`config.mk`:
```
export PLATFORM = sky130hd
export DESIGN_NAME = piecewise_linear_interpolator
export DESIGN_NICKNAME = d
export VERILOG_FILES = /design/src/design/pli_pkg.sv /design/src/design/piecewise_linear_interpolator.sv /design/src/design/pli_cell.sv
export SDC_FILE = /design/constraint.sdc
export NUM_CORES = 2
export LEC_CHECK = 0
export BUFFER_PORTS_ARGS = -buffer_cell sky130_fd_sc_hd__buf_2
export CORE_MARGIN = 10
export CORE_UTILIZATION = 41
export CTS_CLUSTER_SIZE = 14
export DETAILED_ROUTE_END_ITERATION = 8
export PLACE_DENSITY_LB_ADDON = 0.08
export SYNTH_ARGS = -nofsm -noshare
export SYNTH_HDL_FRONTEND = slang
export SYNTH_SLANG_ARGS = --single-unit
```
`constraint.sdc`:
```
create_clock -name i_clk -period 10.1 [get_ports i_clk]
set_input_delay 0.505 -clock i_clk [delete_from_list [all_inputs] [get_ports i_clk]]
set_output_delay 0.505 -clock i_clk [all_outputs]
set_load 0.01 [all_outputs]
```
`src/design/pli_pkg.sv`:
```
// Types, codes and helpers of the piecewise linear interpolator.
// No dependencies.
package pli_pkg;

    localparam int CNT_W = 4;

    typedef enum logic [1:0] {
        K_NONE,
        K_EXACT,
        K_SEG,
        K_BELOW
    } t_kind;

    typedef enum logic [1:0] {
        ST_OK    = 2'd0,
        ST_BELOW = 2'd1,
        ST_ABOVE = 2'd2,
        ST_EMPTY = 2'd3
    } t_status;

    typedef enum logic [2:0] {
        S_IDLE,
        S_SCAN,
        S_MUL,
        S_PREP,
        S_DIV,
        S_FIN,
        S_OUT
    } t_state;

    // Query word as it travels along the row of cells.
    typedef struct packed {
        logic [15:0] a;
        t_kind       kind;
        logic [15:0] a0;
        logic [15:0] a1;
        logic [15:0] v0;
        logic [15:0] v1;
        logic [15:0] vlast;
    } t_tok;

    function automatic logic [15:0] sat16(input logic signed [18:0] v);
        logic [15:0] r;
        if (v > 19'sd32767) begin
            r = 16'h7fff;
        end else if (v < -19'sd32768) begin
            r = 16'h8000;
        end else begin
            r = v[15:0];
        end
        return r;
    endfunction

endpackage

```
`src/design/piecewise_linear_interpolator.sv`:
```
// Top level of the piecewise linear interpolator: cell row, multiplier and divider.
// Depends on pli_pkg and pli_cell.
//
//  channel   direction  tdata                                    tuser
//  s         in         point_index, angle, voltage (40 bits)    req_type
//  m         out        estimate (16 bits)                       result_status
//  cfg       in         points_in_use (4 bits)                   -
//
// A query walks the row of MAX_POINTS cells, one cell per cycle. A query that falls
// inside a segment then passes through the multiplier and the radix-2 divider
// (set-up with rounding offset, 35 quotient bits, final sum with saturation).
// Any other query goes from the row straight to the output stage, and a query
// on an empty table skips the row. The next word can be taken from the cycle in
// which the result is offered. Reset is synchronous and active low. A result
// waiting in the output register does not stop the next word from being taken; a
// second result that finds it still full waits, and the input stalls with it.
module piecewise_linear_interpolator #(
    parameter int MAX_POINTS = 8
) (
    input  logic        i_clk,
    input  logic        i_rst_n,
    input  logic        i_cfg_we,
    input  logic [3:0]  i_cfg_wdata,    // points_in_use
    input  logic        i_s_tvalid,
    output logic        o_s_tready,
    input  logic [39:0] i_s_tdata,      // [2:0] point_index, [18:3] angle, [34:19] voltage
    input  logic [0:0]  i_s_tuser,      // [0] req_type
    output logic        o_m_tvalid,
    input  logic        i_m_tready,
    output logic [15:0] o_m_tdata,      // [15:0] estimate
    output logic [1:0]  o_m_tuser       // [1:0] result_status
);
    import pli_pkg::*;

    t_state             r_state, n_state;
    logic [CNT_W-1:0]   r_cfg;
    logic [CNT_W-1:0]   w_n;
    t_tok               r_res;
    logic signed [33:0] r_num;
    logic [16:0]        r_da;
    logic [34:0]        r_dvd;
    logic [17:0]        r_den;
    logic [17:0]        r_rem;
    logic               r_neg;
    logic [5:0]         r_cnt;
    logic [15:0]        r_est;
    t_status            r_stat;
    logic               r_mvalid;
    logic [15:0]        r_mdata;
    logic [1:0]         r_muser;

    logic               w_s_acc;
    logic               w_query;
    logic               w_load_out;
    t_tok               w_tok_in;
    t_tok               w_tok [MAX_POINTS+1];
    logic               w_tok_v [MAX_POINTS+1];
    logic [15:0]        w_ang [MAX_POINTS];
    logic [15:0]        w_vol [MAX_POINTS];

    logic signed [16:0] w_dx, w_dv;
    logic signed [33:0] w_prod;
    logic [33:0]        w_mag;
    logic [18:0]        w_rem_sh;
    logic               w_ge;
    logic signed [18:0] w_step;
    logic signed [18:0] w_sum;

    // A count above the table depth counts as the full table.
    assign w_n = (int'(r_cfg) > MAX_POINTS) ? CNT_W'(MAX_POINTS) : r_cfg;

    assign o_s_tready = (r_state == S_IDLE);
    assign w_s_acc    = i_s_tvalid && o_s_tready;
    assign w_query    = w_s_acc && i_s_tuser[0];

    always_comb begin
        w_tok_in       = '0;
        w_tok_in.a     = i_s_tdata[18:3];
        w_tok_in.kind  = K_NONE;
    end

    assign w_tok[0]   = w_tok_in;
    assign w_tok_v[0] = w_query && (w_n != '0);

    for (genvar g = 0; g < MAX_POINTS; g++) begin : g_cell
        logic [15:0] w_nxt_a, w_nxt_v;
        if (g + 1 < MAX_POINTS) begin : g_mid
            assign w_nxt_a = w_ang[g+1];
            assign w_nxt_v = w_vol[g+1];
        end else begin : g_end
            assign w_nxt_a = w_ang[g];
            assign w_nxt_v = w_vol[g];
        end
        pli_cell #(.IDX(g)) u_cell (
            .i_clk        (i_clk),
            .i_rst_n      (i_rst_n),
            .i_wr_en      (w_s_acc && !i_s_tuser[0]),
            .i_wr_slot    (i_s_tdata[2:0]),
            .i_wr_angle   (i_s_tdata[18:3]),
            .i_wr_voltage (i_s_tdata[34:19]),
            .i_n          (w_n),
            .i_tok_valid  (w_tok_v[g]),
            .i_tok        (w_tok[g]),
            .i_nxt_angle  (w_nxt_a),
            .i_nxt_voltage(w_nxt_v),
            .o_angle      (w_ang[g]),
            .o_voltage    (w_vol[g]),
            .o_tok_valid  (w_tok_v[g+1]),
            .o_tok        (w_tok[g+1])
        );
    end

    // Segment arithmetic: the product is registered before the divider starts.
    assign w_dx   = $signed({r_res.a[15], r_res.a}) - $signed({r_res.a0[15], r_res.a0});
    assign w_dv   = $signed({r_res.v1[15], r_res.v1}) - $signed({r_res.v0[15], r_res.v0});
    assign w_prod = w_dx * w_dv;
    assign w_mag  = r_num[33] ? 34'(-r_num) : 34'(r_num);

    // One quotient bit per cycle; the dividend shifts out as the quotient shifts in.
    assign w_rem_sh = {r_rem, r_dvd[34]};
    assign w_ge     = w_rem_sh >= {1'b0, r_den};

    assign w_step = r_neg ? -$signed({1'b0, r_dvd[17:0]}) : $signed({1'b0, r_dvd[17:0]});
    assign w_sum  = $signed({{3{r_res.v0[15]}}, r_res.v0}) + w_step;

    assign w_load_out = (r_state == S_OUT) && (!r_mvalid || i_m_tready);

    always_comb begin
        n_state = r_state;
        case (r_state)
            S_IDLE: begin
                if (w_query) begin
                    n_state = (w_n == '0) ? S_OUT : S_SCAN;
                end
            end
            S_SCAN: begin
                if (w_tok_v[MAX_POINTS]) begin
                    n_state = (w_tok[MAX_POINTS].kind == K_SEG) ? S_MUL : S_OUT;
                end
            end
            S_MUL:  n_state = S_PREP;
            S_PREP: n_state = S_DIV;
            S_DIV: begin
                if (r_cnt == 6'd34) begin
                    n_state = S_FIN;
                end
            end
            S_FIN:  n_state = S_OUT;
            S_OUT: begin
                if (w_load_out) begin
                    n_state = S_IDLE;
                end
            end
            default: n_state = S_IDLE;
        endcase
    end

    always_ff @(posedge i_clk) begin
        if (!i_rst_n) begin
            r_state <= S_IDLE;
        end else begin
            r_state <= n_state;
        end
    end

    always_ff @(posedge i_clk) begin
        if (!i_rst_n) begin
            r_cfg <= '0;
        end else if (i_cfg_we) begin
            r_cfg <= i_cfg_wdata;
        end
    end

    always_ff @(posedge i_clk) begin
        case (r_state)
            S_IDLE: begin
                r_est  <= '0;
                r_stat <= ST_EMPTY;
            end
            S_SCAN: begin
                r_res <= w_tok[MAX_POINTS];
                case (w_tok[MAX_POINTS].kind)
                    K_BELOW: begin
                        r_est  <= w_tok[MAX_POINTS].v0;
                        r_stat <= ST_BELOW;
                    end
                    K_EXACT: begin
                        r_est  <= w_tok[MAX_POINTS].v0;
                        r_stat <= ST_OK;
                    end
                    K_NONE: begin
                        r_est  <= w_tok[MAX_POINTS].vlast;
                        r_stat <= ST_ABOVE;
                    end
                    default: begin
                        r_stat <= ST_OK;
                    end
                endcase
            end
            S_MUL: begin
                r_num <= w_prod;
                r_da  <= 17'($signed({r_res.a1[15], r_res.a1})
                            - $signed({r_res.a0[15], r_res.a0}));
            end
            S_PREP: begin
                r_neg <= r_num[33];
                r_dvd <= {w_mag, 1'b0} + {18'd0, r_da};
                r_den <= {r_da, 1'b0};
                r_rem <= '0;
                r_cnt <= '0;
            end
            S_DIV: begin
                r_rem <= w_ge ? 18'(w_rem_sh - {1'b0, r_den}) : w_rem_sh[17:0];
                r_dvd <= {r_dvd[33:0], w_ge};
                r_cnt <= r_cnt + 6'd1;
            end
            S_FIN: begin
                r_est <= sat16(w_sum);
            end
            default: begin
            end
        endcase
    end

    // Output register: holds a result until the far side takes it.
    always_ff @(posedge i_clk) begin
        if (w_load_out) begin
            r_mdata <= r_est;
            r_muser <= r_stat;
        end
        if (!i_rst_n) begin
            r_mvalid <= 1'b0;
        end else if (w_load_out) begin
            r_mvalid <= 1'b1;
        end else if (i_m_tready) begin
            r_mvalid <= 1'b0;
        end
    end

    assign o_m_tvalid = r_mvalid;
    assign o_m_tdata  = r_mdata;
    assign o_m_tuser  = r_muser;

endmodule

```
`src/design/pli_cell.sv`:
```
// One breakpoint cell of the interpolator's search row.
// Depends on pli_pkg.
module pli_cell #(
    parameter int IDX = 0
) (
    input  logic                      i_clk,
    input  logic                      i_rst_n,
    input  logic                      i_wr_en,
    input  logic [2:0]                i_wr_slot,
    input  logic [15:0]               i_wr_angle,
    input  logic [15:0]               i_wr_voltage,
    input  logic [pli_pkg::CNT_W-1:0] i_n,
    input  logic                      i_tok_valid,
    input  pli_pkg::t_tok             i_tok,
    input  logic [15:0]               i_nxt_angle,
    input  logic [15:0]               i_nxt_voltage,
    output logic [15:0]               o_angle,
    output logic [15:0]               o_voltage,
    output logic                      o_tok_valid,
    output pli_pkg::t_tok             o_tok
);
    import pli_pkg::*;

    logic [15:0] r_angle;
    logic [15:0] r_voltage;
    logic        r_tok_valid;
    t_tok        r_tok;
    t_tok        w_tok;
    logic        w_in_use;
    logic        w_last;
    logic        w_has_next;

    assign w_in_use   = int'(i_n) > IDX;
    assign w_last     = int'(i_n) == IDX + 1;
    assign w_has_next = int'(i_n) > IDX + 1;

    always_ff @(posedge i_clk) begin
        if (i_wr_en && (IDX < 8) && (int'(i_wr_slot) == IDX)) begin
            r_angle   <= i_wr_angle;
            r_voltage <= i_wr_voltage;
        end
        r_tok <= i_tok;
        if (!i_rst_n) begin
            r_tok_valid <= 1'b0;
        end else begin
            r_tok_valid <= i_tok_valid;
        end
    end

    // The first cell to decide claims the word; after it only vlast may change.
    always_comb begin
        w_tok = r_tok;
        if (r_tok_valid && w_in_use) begin
            if (w_last) begin
                w_tok.vlast = r_voltage;
            end
            if (r_tok.kind == K_NONE) begin
                if ((IDX == 0) && ($signed(r_tok.a) < $signed(r_angle))) begin
                    w_tok.kind = K_BELOW;
                    w_tok.v0   = r_voltage;
                end else if (r_tok.a == r_angle) begin
                    w_tok.kind = K_EXACT;
                    w_tok.v0   = r_voltage;
                end else if (w_has_next && ($signed(r_angle) < $signed(r_tok.a))
                             && ($signed(r_tok.a) < $signed(i_nxt_angle))) begin
                    w_tok.kind = K_SEG;
                    w_tok.a0   = r_angle;
                    w_tok.a1   = i_nxt_angle;
                    w_tok.v0   = r_voltage;
                    w_tok.v1   = i_nxt_voltage;
                end
            end
        end
    end

    assign o_angle     = r_angle;
    assign o_voltage   = r_voltage;
    assign o_tok_valid = r_tok_valid;
    assign o_tok       = w_tok;

endmodule

```
* Word level (Yosys, flattened, before mapping)
Cells that the tools add are included.
** Operators by class
- Add/sub/neg operators :: 9
- Muxes and demuxes :: 83
- Multiply operators :: 1
- Bitwise logic cells :: 2
- Eq/ne operators :: 38
- $lt $le $gt $ge :: 30
- Reductions and logical operators :: 61
** Operators with widths (count)
- 66-bit two-way mux :: 15
- 82-bit two-way mux :: 7
- 16-bit two-way mux :: 25
- 16-bit < comparator :: 17
- 32-bit two-way mux :: 7
- 16-bit == test :: 8
- 35-bit one-hot mux with 2 select lines :: 1
- 16-bit by 16-bit subtractor with 17-bit output :: 3
- 16-bit one-hot mux with 3 select lines :: 1
- 1-bit logical AND :: 37
- 18-bit one-hot mux with 2 select lines :: 1
- 35-bit by 17-bit adder with 35-bit output :: 1
- 17-bit by 17-bit multiplier with 34-bit output :: 1
- 34-bit two-way mux :: 1
- 34-bit negator :: 1
- 16-bit one-hot mux with 2 select lines :: 1
- 3-bit == test, second input constant :: 7
- 3-bit one-hot mux with 7 select lines :: 1
- 4-bit == test, second input constant :: 5
- 16-bit by 19-bit adder with 19-bit output :: 1
- 19-bit by 18-bit greater-or-equal comparator with 1-bit output :: 1
- 19-bit by 16-bit > comparator with 1-bit output, second input constant :: 1
- 19-bit by 16-bit < comparator with 1-bit output, second input constant :: 1
- 19-bit two-way mux :: 1
- 37 further kinds :: 79
** Word-level totals
- Input bits :: 50
- Bits in registers :: 1218
- Output and inout port bits :: 20
- Logic and storage cells :: 317

* Logic depth before layout (Yosys ltp)
- Depth in word-level cells :: 13
- Gate-level depth with buffers :: 36
- Depth with buffers taken out :: 35

* Cells and area by module
From an unflattened synthesis, not the netlist that was laid out.
** Unflattened totals
- Cell total of the unflattened synthesis :: 5586
- Area total of the unflattened synthesis :: 66206.0 µm²
** By module, submodules not included
- piecewise_linear_interpolator :: area each 26112.5 µm², cells each 2655, instances 1, seq. area each 7487.2 µm²
- pli_cell at g_cell[6].u_cell :: area each 5152.4 µm², cells each 401, instances 1, seq. area each 2942.8 µm²
- pli_cell at g_cell[3].u_cell :: area each 5122.4 µm², cells each 364, instances 1, seq. area each 2942.8 µm²
- pli_cell at g_cell[0].u_cell :: area each 5051.1 µm², cells each 360, instances 1, seq. area each 2942.8 µm²
- pli_cell at g_cell[2].u_cell :: area each 4979.8 µm², cells each 362, instances 1, seq. area each 2942.8 µm²
- pli_cell at g_cell[5].u_cell :: area each 4973.5 µm², cells each 365, instances 1, seq. area each 2942.8 µm²
- pli_cell at g_cell[1].u_cell :: area each 4963.5 µm², cells each 363, instances 1, seq. area each 2942.8 µm²
- pli_cell at g_cell[4].u_cell :: area each 4928.5 µm², cells each 360, instances 1, seq. area each 2942.8 µm²
- pli_cell at g_cell[7].u_cell :: area each 4922.2 µm², cells each 356, instances 1, seq. area each 2942.8 µm²

* Worst setup path before layout
OpenSTA, ideal clock, no wires.
- Kind :: register -> register
- From :: register r_res[65] (netlist bit)
- To :: register r_num[32], data pin
- Data arrival time :: 7.908 ns
- Setup time :: 0.263 ns
- Slack :: 1.929 ns
- Clock period less this slack :: 8.171 ns
- Stages on the path, launching flop included :: 35
- Path buffers :: 1
- Data required time :: 9.837 ns
- Cell sequence :: edfxtp_1 > inv_1 > ha_1 > nor2b_1 > o21ai_1 > a21boi_1 > o41ai_1 > a31oi_1 > nand4_1 > nand4_1 > a21oi_1 > xnor2_1 > clkbuf_1 > nand2_1 > fa_1 > inv_1 > fa_1 > inv_1 > fa_1 > inv_1 > fa_1 > fa_1 > inv_1 > fa_1 > inv_1 > ha_1 > a21o_1 > a21oi_1 > or3b_1 > o211ai_1 > a211oi_1 > a21oi_1 > nor2_1 > a311oi_1 > xnor2_1
** On the way
- Word-level cells in the longest chain between the ends :: 2
** Ends and longest elaborated chain
- start: declaration :: RTL line piecewise_linear_interpolator.sv:38 : t_tok r_res;
- start signal: assignment :: RTL line piecewise_linear_interpolator.sv:181 : r_res <= w_tok[MAX_POINTS];
- 16-bit by 16-bit subtractor with 17-bit output :: RTL line piecewise_linear_interpolator.sv:114 : assign w_dx = $signed({r_res.a[15], r_res.a}) - $signed({r_res.a0[15], r_res.a0});
- 17-bit by 17-bit multiplier with 34-bit output :: RTL line piecewise_linear_interpolator.sv:116 : assign w_prod = w_dx * w_dv;
- net w_prod[32] :: RTL line piecewise_linear_interpolator.sv:62 : logic signed [33:0] w_prod;
- end signal: assignment :: RTL line piecewise_linear_interpolator.sv:201 : r_num <= w_prod;
- end: declaration :: RTL line piecewise_linear_interpolator.sv:39 : logic signed [33:0] r_num;
The timed path passes the listed nets, and every way through them passes these cells.
A chain may end at the register's enable or synchronous reset.

* Worst setup path after layout
- From :: register r_res[32] (netlist bit)
- To :: register r_num[32], data pin
** On the way
- Word-level cells in the longest chain between the ends :: 2
** Ends and longest elaborated chain
- 16-bit by 16-bit subtractor with 17-bit output :: RTL line piecewise_linear_interpolator.sv:115 : assign w_dv = $signed({r_res.v1[15], r_res.v1}) - $signed({r_res.v0[15], r_res.v0});
- 17-bit by 17-bit multiplier with 34-bit output :: RTL line piecewise_linear_interpolator.sv:116
- net w_prod[32] :: RTL line piecewise_linear_interpolator.sv:62
The timed path passes the listed nets, and every way through them passes these cells.

==> flow_summary.rst <==
.. list-table::
   :header-rows: 1

   * - Metric
     - Value
   * - Initial DRT Pass Iterations
     - 5
   * - Clock tree sinks
     - 1,218
   * - Clock period minus worst slack
     - 9.02 ns
   * - Cell repeated most along the worst path
     - sky130_fd_sc_hd__fa_1
   * - Hold EP
     - g_cell[0].u_cell.o_voltage[14]
   * - Overall via count from detail_route
     - 35,500
   * - Via count of the first global-routing pass
     - 37,500
   * - Internal reg-to-reg setup slack
     - 1.08 ns
   * - Fraction of post-synthesis cell area in the top cell type by area
     - 0.249
   * - Layout-stage area growth over the synthesis result
     - 12.3%
   * - Top library cells by usage in the layout, fill and taps aside
     - 718 x sky130_fd_sc_hd__dfxtp_1, 636 x sky130_fd_sc_hd__inv_1, 500 x sky130_fd_sc_hd__edfxtp_1
   * - Setup repair after global routing missed its margin
     - false
   * - Worst slew margin relative to its limit
     - 0.159
   * - Worst path required time
     - 10.62 ns
   * - Max stage delay cell, worst path
     - sky130_fd_sc_hd__fa_1
   * - Final Cycle Share
     - 0.893
   * - Worst-path maximum fanout
     - 13
   * - Vias per inst
     - 4.87
   * - Clock latency reported for the late side of the worst-skew pair
     - 0.79 ns
   * - Inserted Clock Buffers
     - 137
   * - CTS max path bufs
     - 3
   * - Synth Flop Type
     - sky130_fd_sc_hd__dfxtp_1
   * - Count of synthesis-stage warnings from yosys
     - 0
   * - Class of the most critical setup path
     - reg2reg
   * - Ports placed on the boundary
     - 70
   * - Clock transition at the registers of the reported paths
     - 0.06 ns
   * - Arrival time of the worst setup path
     - 9.54 ns
   * - Detail Placement HPWL
     - 111,000 um
   * - Clock root cell
     - sky130_fd_sc_hd__clkbuf_16
   * - DRC violations left
     - 0
   * - Ratio of cells with drive above 1 in the final layout
     - 0.162
   * - Initial DRC Count
     - 1,670
   * - Destination of the worst register-to-register timing path
     - r_num[32]
   * - Number of failing hold endpoints at the final stage
     - 0
   * - Biggest cell delay along the critical path
     - 0.53 ns
   * - Library cells used by synthesis
     - 76
   * - Total negative slack
     - 0 ns
   * - Count of flip-flops with a built-in enable after synthesis
     - 500
   * - Area leader, netlist
     - sky130_fd_sc_hd__edfxtp_1
   * - Most common cell after layout, fill and taps aside
     - sky130_fd_sc_hd__dfxtp_1
   * - Min-Delay Path Class
     - in2reg
   * - Synthesized net count
     - 5,926
   * - Core Box Area
     - 146,000 um2
   * - IO buf count
     - 64
   * - Total routing usage reported by global routing
     - 0.176
   * - Startpoint of the most critical register-to-register path
     - r_res[32]
   * - Final setup violating endpoints
     - 0
   * - Die Outline Area
     - 163,000 um2
   * - Total length of routed wires
     - 143,000 um
   * - FMAX
     - 111 MHz
   * - Maximum number of pins on one net before global-route repair
     - 68
   * - Max capacitance violation total
     - 0
   * - Measured slew at the worst slew-check pin
     - 1.25 ns
   * - Combined area of all synthesized cells
     - 60,300 um2
   * - Post-Synthesis Mean Instance Area
     - 11.7 um2
   * - Post-synthesis sequential element count
     - 1,218
   * - Skew final
     - 0.0557 ns
   * - Die span in x
     - 404 um
   * - Launching element type of the critical path
     - flop
   * - Gate Count Post-Synth
     - 5,153
   * - Overflow left after global routing
     - 0
   * - Detailed-route wire length per cell
     - 19.7 um
   * - Kind of end point of the critical path
     - flop
   * - TritonCTS clock tree
     - yes
   * - Worst hold path startpoint
     - i_s_tdata[33]
   * - Final net count
     - 6,021
   * - Number of H-tree levels
     - 4
   * - Max-slew violations
     - 0
   * - Ranking of synthesized cells by area
     - sky130_fd_sc_hd__edfxtp_1 25%, sky130_fd_sc_hd__dfxtp_1 24%, sky130_fd_sc_hd__fa_1 10%
   * - Postcts setup bufs
     - 0
   * - Gpl congestion
     - 0.855
   * - Die Height
     - 404 um
   * - FP Rows
     - 140
   * - Worst r2r path cells
     - 31
   * - Share of flip-flops with an asynchronous set or reset after synthesis
     - 0
   * - Hold path depth
     - 1
   * - Status
     - finished, final reports clean
   * - First-pass GRT wire length
     - 225,000 um
   * - Number of antenna-violating nets in the routed design
     - 0
   * - Sequential fraction of the synthesis area
     - 0.487
   * - Initial Utilization
     - 0.414
   * - Initial antenna violation count
     - 3
cells by family after synthesis:
group | after synthesis | share of synthesized area
AOI/OAI and AO/OA | 627 | 0.0667
xor gates and xnor gates | 183 | 0.0266
adders and majority gates | 723 | 0.187
buffers and inverters | 823 | 0.0512
DFF | 1218 | 0.487
muxes | 519 | 0.0964
and+or+nand+nor | 1060 | 0.0846
area by class of cell:
class,instances,area [um2]
sequential,1218,29400
timing repair buffer,141,953
multi-input combinational,3112,28000
fill,13300,78100
inverter,638,2390
clock inverter,69,777
tap,1917,2400
clock buffer,183,3830
antenna,1,2.50
through the flow:
step / hold slack [ns] / utilization / setup slack, ns / instance area [um2] / cells
after floorplan: 0.343 / - / 1.93 / 60300 / 5153
after global placement: 0.360 / 0.431 / 1.20 / 62900 / 7004
after detailed placement: 0.360 / 0.431 / 1.10 / 62900 / 7004
after CTS: 0.0169 / 0.465 / 1.11 / 67800 / 7278
after global routing: 0.0595 / 0.465 / 0.535 / 67800 / 7278
final: 0.0848 / 0.465 / 1.08 / 67800 / 7279
worst max-delay path by stage:
| stage | slack (ns) | from | cells after the start | end |
|---|---|---|---|---|
| final | 1.08 | r_res[32] | 31 | r_num[32] |
| after global routing | 0.53 | r_res[64] | 26 | r_num[33] |
| after CTS | 1.11 | r_res[32] | 31 | r_num[32] |
| after detailed placement | 1.10 | r_res[32] | 31 | r_num[32] |
| after global placement | 1.20 | r_res[32] | 31 | r_num[32] |
| after floorplan | 1.93 | r_res[65] | 34 | r_num[32] |
Yosys cell counts, types with 15 or more instances:
master	instances
sky130_fd_sc_hd__a21oi_1	190
sky130_fd_sc_hd__mux2_2	477
sky130_fd_sc_hd__nor2_1	287
sky130_fd_sc_hd__edfxtp_1	500
sky130_fd_sc_hd__dfxtp_1	718
sky130_fd_sc_hd__nand3_1	42
sky130_fd_sc_hd__a31oi_1	20
sky130_fd_sc_hd__nor3_1	80
sky130_fd_sc_hd__nand2_1	296
sky130_fd_sc_hd__fa_1	302
sky130_fd_sc_hd__o211ai_1	15
sky130_fd_sc_hd__and2_1	62
sky130_fd_sc_hd__a211oi_1	18
sky130_fd_sc_hd__ha_1	421
sky130_fd_sc_hd__nor2b_1	62
sky130_fd_sc_hd__nand4_1	49
sky130_fd_sc_hd__o21ai_0	101
sky130_fd_sc_hd__o21a_1	23
sky130_fd_sc_hd__or2_2	19
sky130_fd_sc_hd__a21o_1	90
sky130_fd_sc_hd__a221o_1	15
sky130_fd_sc_hd__xnor2_1	113
sky130_fd_sc_hd__clkbuf_1	173
sky130_fd_sc_hd__inv_1	636
sky130_fd_sc_hd__a21boi_1	22
sky130_fd_sc_hd__or3_1	26
sky130_fd_sc_hd__nor4_1	20
sky130_fd_sc_hd__mux2i_1	22
sky130_fd_sc_hd__xor2_1	70
sky130_fd_sc_hd__mux2_1	20
sky130_fd_sc_hd__o31ai_1	19
sky130_fd_sc_hd__o21ai_1	23
sky130_fd_sc_hd__nand2b_1	67
state kept, by name, summed over array words and instances, names as in the netlist, 3 cells and up:
name and count:
g_cell.u_cell.r_tok 574, g_cell.u_cell.o_angle 128, g_cell.u_cell.o_tok 128, g_cell.u_cell.o_voltage 128, r_res 80, r_dvd 35, r_num 34, r_rem 18
r_da 17, r_den 17, o_m_tdata 16, r_est 16, g_cell.u_cell.o_tok_valid 8, r_cnt 6, r_cfg 4, r_state 3
per-layer routing:
metal  track usage  up-vias  part of all wire
li1              -    17700                 -
met1         0.248    17000              0.49
met2         0.280      554              0.45
met3        0.0276      217             0.034
met4        0.0514        0             0.025
met5             0        -                 0
what timing repair did:
action | CTS | global route
resized for setup | 0 | 0
hold buffers | 22 | 0
endpoints found under the hold margin | 21 | 0
critical path: cells and delay by family, from the launching register on:
family | cells | cell delay [ns]
buffers and inverters | 3 | 0.27
xor gates and xnor gates | 1 | 0.11
and+or+nand+nor | 5 | 0.95
AOI/OAI and AO/OA | 13 | 3.13
DFF | 1 | 0.40
adders and majority gates | 9 | 3.93
Power is not shown: default switching activity piles up to over one toggle a cycle in this logic, so the estimate is an artifact.
